[config.mk]
export PLATFORM = sky130hd
export DESIGN_NAME = scm_ctrl
export DESIGN_NICKNAME = d
export VERILOG_FILES = /design/src/sv/sparse_complex_matvec_csc_top_defines.svh /design/src/sv/scm_pkg.sv /design/src/sv/scm_ctrl.sv
export SDC_FILE = /design/constraint.sdc
export NUM_CORES = 1
export LEC_CHECK = 0
export BUFFER_PORTS_ARGS = -buffer_cell sky130_fd_sc_hd__buf_2
export CAP_MARGIN = 20
export CORE_MARGIN = 2
export CORE_UTILIZATION = 53
export CTS_BUF_LIST = sky130_fd_sc_hd__clkbuf_2
export DETAILED_ROUTE_END_ITERATION = 12
export MAX_ROUTING_LAYER = met4
export PLACE_DENSITY = 0.93
export SYNTH_ARGS = -nofsm -noshare
export SYNTH_HDL_FRONTEND = slang
export SYNTH_SLANG_ARGS = --single-unit
[constraint.sdc]
create_clock -name clk_i -period 3.55 [get_ports clk_i]
set_clock_uncertainty 0.15 [all_clocks]
set_input_delay 0.71 -clock clk_i [delete_from_list [all_inputs] [get_ports clk_i]]
set_output_delay 0.71 -clock clk_i [all_outputs]
set_load 0.05 [all_outputs]
[src/sv/sparse_complex_matvec_csc_top_defines.svh]
// Assertion macros for the sparse complex matvec block
`ifndef SPARSE_COMPLEX_MATVEC_CSC_TOP_DEFINES_SVH
`define SPARSE_COMPLEX_MATVEC_CSC_TOP_DEFINES_SVH

// antecedent implies consequent in the same cycle
`define SCM_ASSERT_IMP(lbl, ante, cons) \
  lbl: assert property (@(posedge clk_i) disable iff (!rst_ni) (ante) |-> (cons)) \
    else $error("scm: implication check failed");

// antecedent implies consequent in the next cycle
`define SCM_ASSERT_NXT(lbl, ante, cons) \
  lbl: assert property (@(posedge clk_i) disable iff (!rst_ni) (ante) |=> (cons)) \
    else $error("scm: next-cycle check failed");

`endif

[src/sv/scm_pkg.sv]
package scm_pkg;

  localparam int MaxDim = 1024;
  localparam int MaxNz = 16384;
  localparam int DimW = $clog2(MaxDim);
  localparam int NzW = $clog2(MaxNz);
  localparam int CntW = DimW + 1;
  localparam int PtrW = NzW + 1;
  localparam int PosW = 14;
  localparam int CfgW = 32;
  localparam int CfgIdxW = 3;

  localparam logic [2:0] OP_WX = 3'd0;
  localparam logic [2:0] OP_WY = 3'd1;
  localparam logic [2:0] OP_WCOL = 3'd2;
  localparam logic [2:0] OP_WNZ = 3'd3;
  localparam logic [2:0] OP_CMP = 3'd4;
  localparam logic [2:0] OP_RD = 3'd5;

  localparam logic [CfgIdxW-1:0] CFG_TRANS = 3'd0;
  localparam logic [CfgIdxW-1:0] CFG_ARE = 3'd1;
  localparam logic [CfgIdxW-1:0] CFG_AIM = 3'd2;
  localparam logic [CfgIdxW-1:0] CFG_BRE = 3'd3;
  localparam logic [CfgIdxW-1:0] CFG_BIM = 3'd4;
  localparam logic [CfgIdxW-1:0] CFG_ROWS = 3'd5;
  localparam logic [CfgIdxW-1:0] CFG_COLS = 3'd6;

  localparam logic RK_DONE = 1'b0;
  localparam logic RK_READ = 1'b1;

  localparam logic [1:0] YA_POS = 2'd0;
  localparam logic [1:0] YA_I = 2'd1;
  localparam logic [1:0] YA_ROW = 2'd2;
  localparam logic [1:0] YA_J = 2'd3;

  localparam logic [2:0] MS_BETA_Y = 3'd0;
  localparam logic [2:0] MS_ALPHA_X = 3'd1;
  localparam logic [2:0] MS_T_VAL = 3'd2;
  localparam logic [2:0] MS_VAL_X = 3'd3;
  localparam logic [2:0] MS_ALPHA_ACC = 3'd4;

  localparam logic signed [31:0] QOne = 32'sh0001_0000;

  typedef struct packed {
    logic signed [31:0] im;
    logic signed [31:0] re;
  } cplx_t;

  typedef struct packed {
    logic       y_re;
    logic [1:0] y_ra_sel;
    logic       y_we_scale;
    logic       y_we_acc;
    logic       acc_use_j;
    logic       x_re;
    logic       x_ra_row;
    logic       c_re;
    logic       c_ra_next;
    logic       nz_re;
    logic       mul_en;
    logic [2:0] mul_sel;
    logic       prod_en;
    logic       t_en;
    logic       acc_clr;
    logic       acc_en;
    logic       s_en;
    logic       span_en;
    logic       i_clr;
    logic       i_inc;
    logic       j_clr;
    logic       j_inc;
    logic       r_en;
    logic       out_load;
    logic       out_kind;
  } cmd_t;

  typedef struct packed {
    logic skip;
    logic beta_one;
    logic alpha_zero;
    logic transpose;
    logic nz_done;
    logic scale_last;
    logic col_last;
    logic x_zero;
    logic out_busy;
  } sts_t;

  function automatic logic signed [31:0] sat32(input logic signed [49:0] v);
    logic signed [49:0] hi;
    logic signed [49:0] lo;
    hi = 50'sd2147483647;
    lo = -50'sd2147483648;
    if (v > hi) return 32'sh7fff_ffff;
    else if (v < lo) return 32'sh8000_0000;
    else return $signed(v[31:0]);
  endfunction

  function automatic cplx_t cadd(input cplx_t a, input cplx_t b);
    cplx_t r;
    r.re = sat32(50'(a.re) + 50'(b.re));
    r.im = sat32(50'(a.im) + 50'(b.im));
    return r;
  endfunction

endpackage

[src/sv/scm_ctrl.sv]
module scm_ctrl (
  input  logic          clk_i,
  input  logic          rst_ni,
  input  logic          in_accept_i,
  input  logic [2:0]    opcode_i,
  input  scm_pkg::sts_t sts_i,
  output logic          in_ready_o,
  output scm_pkg::cmd_t cmd_o
);
  import scm_pkg::*;

  localparam logic [4:0] S_IDLE = 5'd0;
  localparam logic [4:0] S_RDY = 5'd1;
  localparam logic [4:0] S_CINIT = 5'd2;
  localparam logic [4:0] S_SC_RD = 5'd3;
  localparam logic [4:0] S_SC_MUL = 5'd4;
  localparam logic [4:0] S_SC_CMB = 5'd5;
  localparam logic [4:0] S_SC_WR = 5'd6;
  localparam logic [4:0] S_COL0 = 5'd7;
  localparam logic [4:0] S_COL1 = 5'd8;
  localparam logic [4:0] S_COL2 = 5'd9;
  localparam logic [4:0] S_NX = 5'd10;
  localparam logic [4:0] S_NXC = 5'd11;
  localparam logic [4:0] S_NNZ = 5'd12;
  localparam logic [4:0] S_NNZ1 = 5'd13;
  localparam logic [4:0] S_NNZ2 = 5'd14;
  localparam logic [4:0] S_NNZ3 = 5'd15;
  localparam logic [4:0] S_TNZ = 5'd16;
  localparam logic [4:0] S_TNZ1 = 5'd17;
  localparam logic [4:0] S_TNZ2 = 5'd18;
  localparam logic [4:0] S_TNZ3 = 5'd19;
  localparam logic [4:0] S_TA = 5'd20;
  localparam logic [4:0] S_TA1 = 5'd21;
  localparam logic [4:0] S_TA2 = 5'd22;
  localparam logic [4:0] S_NEXTCOL = 5'd23;
  localparam logic [4:0] S_DONE = 5'd24;

  logic [4:0] state_q, state_d;

  assign in_ready_o = (state_q == S_IDLE);

  always_comb begin
    state_d = state_q;
    cmd_o = '0;
    unique case (state_q)
      S_IDLE: begin
        if (in_accept_i && opcode_i == OP_RD) begin
          cmd_o.y_re = 1'b1;
          cmd_o.y_ra_sel = YA_POS;
          state_d = S_RDY;
        end else if (in_accept_i && opcode_i == OP_CMP) begin
          state_d = S_CINIT;
        end
      end
      S_RDY: begin
        if (!sts_i.out_busy) begin
          cmd_o.out_load = 1'b1;
          cmd_o.out_kind = RK_READ;
          state_d = S_IDLE;
        end
      end
      S_CINIT: begin
        if (sts_i.skip) begin
          state_d = S_DONE;
        end else if (!sts_i.beta_one) begin
          cmd_o.i_clr = 1'b1;
          state_d = S_SC_RD;
        end else begin
          cmd_o.j_clr = 1'b1;
          state_d = S_COL0;
        end
      end
      S_SC_RD: begin
        cmd_o.y_re = 1'b1;
        cmd_o.y_ra_sel = YA_I;
        state_d = S_SC_MUL;
      end
      S_SC_MUL: begin
        cmd_o.mul_en = 1'b1;
        cmd_o.mul_sel = MS_BETA_Y;
        state_d = S_SC_CMB;
      end
      S_SC_CMB: begin
        cmd_o.prod_en = 1'b1;
        state_d = S_SC_WR;
      end
      S_SC_WR: begin
        cmd_o.y_we_scale = 1'b1;
        if (!sts_i.scale_last) begin
          cmd_o.i_inc = 1'b1;
          state_d = S_SC_RD;
        end else if (sts_i.alpha_zero) begin
          state_d = S_DONE;
        end else begin
          cmd_o.j_clr = 1'b1;
          state_d = S_COL0;
        end
      end
      S_COL0: begin
        cmd_o.c_re = 1'b1;
        state_d = S_COL1;
      end
      S_COL1: begin
        cmd_o.s_en = 1'b1;
        cmd_o.c_re = 1'b1;
        cmd_o.c_ra_next = 1'b1;
        state_d = S_COL2;
      end
      S_COL2: begin
        cmd_o.span_en = 1'b1;
        if (sts_i.transpose) begin
          cmd_o.acc_clr = 1'b1;
          state_d = S_TNZ;
        end else begin
          cmd_o.x_re = 1'b1;
          state_d = S_NX;
        end
      end
      S_NX: begin
        if (sts_i.x_zero) begin
          state_d = S_NEXTCOL;
        end else begin
          cmd_o.mul_en = 1'b1;
          cmd_o.mul_sel = MS_ALPHA_X;
          state_d = S_NXC;
        end
      end
      S_NXC: begin
        cmd_o.t_en = 1'b1;
        state_d = S_NNZ;
      end
      S_NNZ: begin
        if (sts_i.nz_done) begin
          state_d = S_NEXTCOL;
        end else begin
          cmd_o.nz_re = 1'b1;
          state_d = S_NNZ1;
        end
      end
      S_NNZ1: begin
        cmd_o.r_en = 1'b1;
        cmd_o.y_re = 1'b1;
        cmd_o.y_ra_sel = YA_ROW;
        cmd_o.mul_en = 1'b1;
        cmd_o.mul_sel = MS_T_VAL;
        state_d = S_NNZ2;
      end
      S_NNZ2: begin
        cmd_o.prod_en = 1'b1;
        state_d = S_NNZ3;
      end
      S_NNZ3: begin
        cmd_o.y_we_acc = 1'b1;
        cmd_o.i_inc = 1'b1;
        state_d = S_NNZ;
      end
      S_TNZ: begin
        if (sts_i.nz_done) begin
          state_d = S_TA;
        end else begin
          cmd_o.nz_re = 1'b1;
          state_d = S_TNZ1;
        end
      end
      S_TNZ1: begin
        cmd_o.x_re = 1'b1;
        cmd_o.x_ra_row = 1'b1;
        state_d = S_TNZ2;
      end
      S_TNZ2: begin
        cmd_o.mul_en = 1'b1;
        cmd_o.mul_sel = MS_VAL_X;
        state_d = S_TNZ3;
      end
      S_TNZ3: begin
        cmd_o.acc_en = 1'b1;
        cmd_o.i_inc = 1'b1;
        state_d = S_TNZ;
      end
      S_TA: begin
        cmd_o.mul_en = 1'b1;
        cmd_o.mul_sel = MS_ALPHA_ACC;
        cmd_o.y_re = 1'b1;
        cmd_o.y_ra_sel = YA_J;
        state_d = S_TA1;
      end
      S_TA1: begin
        cmd_o.prod_en = 1'b1;
        state_d = S_TA2;
      end
      S_TA2: begin
        cmd_o.y_we_acc = 1'b1;
        cmd_o.acc_use_j = 1'b1;
        state_d = S_NEXTCOL;
      end
      S_NEXTCOL: begin
        if (sts_i.col_last) begin
          state_d = S_DONE;
        end else begin
          cmd_o.j_inc = 1'b1;
          state_d = S_COL0;
        end
      end
      S_DONE: begin
        if (!sts_i.out_busy) begin
          cmd_o.out_load = 1'b1;
          cmd_o.out_kind = RK_DONE;
          state_d = S_IDLE;
        end
      end
      default: begin
        state_d = S_IDLE;
      end
    endcase
  end

  always_ff @(posedge clk_i or negedge rst_ni) begin
    if (!rst_ni) begin
      state_q <= S_IDLE;
    end else begin
      state_q <= state_d;
    end
  end

endmodule

==> results.ini <==
[setup_path]
crit_type=reg2out
worstPathRequired_ns=2.69
r2r_start=state_q[1]
r2r_setup_slack_ns=1.36
rr_worst_depth=5
max_stage_delay_ns=0.79
start_kind=register
worstPathCellList=nand2b_1, o21ai_0, o21bai_1, buf_2
crit_slowest_cell=dfrtp_1
cp_top_family=flip-flops
cp_max_fo=26
path_buf_inv=1
r2r-end=state_q[4]
critPathCaptureType=output pin
critPathArrivalTime_ns=2.08

[outcome]
status=finished, final reports clean

[cts]
clockBufferDepth=2
htree_num_levels=1
cts_tree=built
clk-insertion-delay-late_ns=0.23
post_cts_buffers=0
cts_buffers=3
cts_resized=0
clock-root-buffer=clkbuf_2
holdBufCountCts=0
clkSinkCount=5
cts.reportedPaths.clkPinSlew_ns=0.08

[yosys]
yosys-top-cells-count=nor2_1, nand2_1, a21oi_1, o21ai_0
ys_seq_elements=5
ys.flop_type=dfrtp_1
yosys_warnings=0
synth_edf_count=0
syn-num-nets=164
synth_sequential_area_ratio=0.124
yosysTopAreaCellShare=0.124
synthMostInstantiatedCell=nor2_1
yosysTopAreaCell=dfrtp_1
ys_top_cells_by_area=dfrtp_1, nor2_1, a21oi_1
avgSynthCellArea_um2=6.79
syn_inst=149
syn_area_um2=1010
yosysUniqueCellTypes=49
synthArstFlopShare=1.00

[sta]
grt_setup_unrepaired=false
maxSlewHeadroom=0.535
period_share=0.829
final_hold_viol_count=0
setup_tns_ns=0
drv_slew=0
setup_ws_ns=0.607
worst_pin_slew_ns=0.698
min_period_ns=2.94
max_freq_mhz=340
whs_ns=0.121
setup_viol=0

[route]
post_drt_wl_per_cell_um=14.4
dr.pass1.iters=4
drt_iter0_markers=60
wl_mm=3.00
drc=0
dr_total_vias=1281
postRouteAntennaNets=0
avgViaCountPerCell=6.13

[die]
core_um2=1760
num_rows=15
fp.dieH_um=47.7
die_area_um2=2280
start_util=0.574
io_pins=44
die_w_um=47.7

[placed_design]
detailedPlace.worstSlack_ns=0.888
place_hpwl_mm=2.25
dpl-instance-area_um2=1170
globalplace.congestion=0.916
place.port_buffers=43

[cells_and_area]
top_regs=state_q x5
nNetsFinal=200
largest_reg_flops=5
regMostFlops=state_q
final_layout_size_suffix_gt1_frac=0.348
design_area_um2=1190
antenna_cells=0
syn_to_final_growth_pct=17.9

[power_and_ir_drop]
p_leak_nw=0.571
finalPower_mw=1.15
power.density_nw_per_um2=962
vdd_drop_max_mv=0.528

[global_route]
grt_pass1_vias=1051
grt_start_max_net_pins=27
grt_overflow=0
grt_pass1_wl_mm=4.55
grt_use_total=0.286
antenna_found_initial=0

[job]
drv_cap=0

[worst_hold_path]
hp-class=in2async

## worst reg2reg max path: stages (launching register included)
cell	delay (ns)
dfrtp_1	0.79
or2_0	0.47
nor3_4	0.09
and2_4	0.18
nor4_2	0.30
nand2_1	0.10
## metal layers
| layer | share of wire | GRT usage | up-vias |
|---|---|---|---|
| li1 | - | - | 608 |
| met1 | 0.40 | 0.376 | 575 |
| met2 | 0.48 | 0.419 | 85 |
| met3 | 0.084 | 0.0340 | 13 |
| met4 | 0.035 | 0.162 | 0 |
| met5 | 0 | - | - |
## power breakdown
group          internal [mW]  leakage (nW)  switching (mW)
clock                 0.0299        0.0166          0.0293
combinational          0.287         0.494           0.599
sequential            0.0802        0.0601           0.122
## worst max-delay path by stage
stage / startpoint / to / slack, ns / cells after the start
global placement: state_q[1] / cmd_o[21] / 0.94 / 5
detailed placement: state_q[1] / cmd_o[21] / 0.89 / 5
CTS: state_q[1] / cmd_o[21] / 0.64 / 5
finish: state_q[1] / cmd_o[27] / 0.61 / 4
floorplan: state_q[3] / cmd_o[27] / 0.11 / 5
global route: state_q[1] / cmd_o[21] / 0.45 / 5
## per-stage QoR
step                cells   util
global placement      205  0.665
global route          209  0.677
detailed placement    205  0.665
floorplan             149      -
CTS                   209  0.677
finish                209  0.677
## final cells by class
type | instances | area (um^2)
multi-input cells | 125 | 768
fillers | 159 | 571
repair buffers | 45 | 230
flip-flops and latches | 5 | 125
well taps | 25 | 31.3
clock buffers | 4 | 20.0
inverters | 5 | 18.8
## placed cells by master (no fill, tap or decap), drive strengths merged, types with 3 or more instances in the layout
| master | n |
|---|---|
| nor2b | 8 |
| nand2 | 14 |
| dfrtp | 5 |
| clkbuf | 4 |
| and3 | 3 |
| and2b | 3 |
| nor3 | 12 |
| nor2 | 18 |
| o22ai | 3 |
| nand2b | 6 |
| inv | 5 |
| nand3 | 4 |
| a21oi | 11 |
| o21ai | 9 |
| nor4 | 3 |
| buf | 45 |
| a31oi | 4 |
## cells by family after synthesis
| group | share of synthesized area |
|---|---|
| simple gates | 0.503 |
| compound gates | 0.256 |
| buf+inv | 0.117 |
| flops | 0.124 |
(Power assumes the default switching activity.)
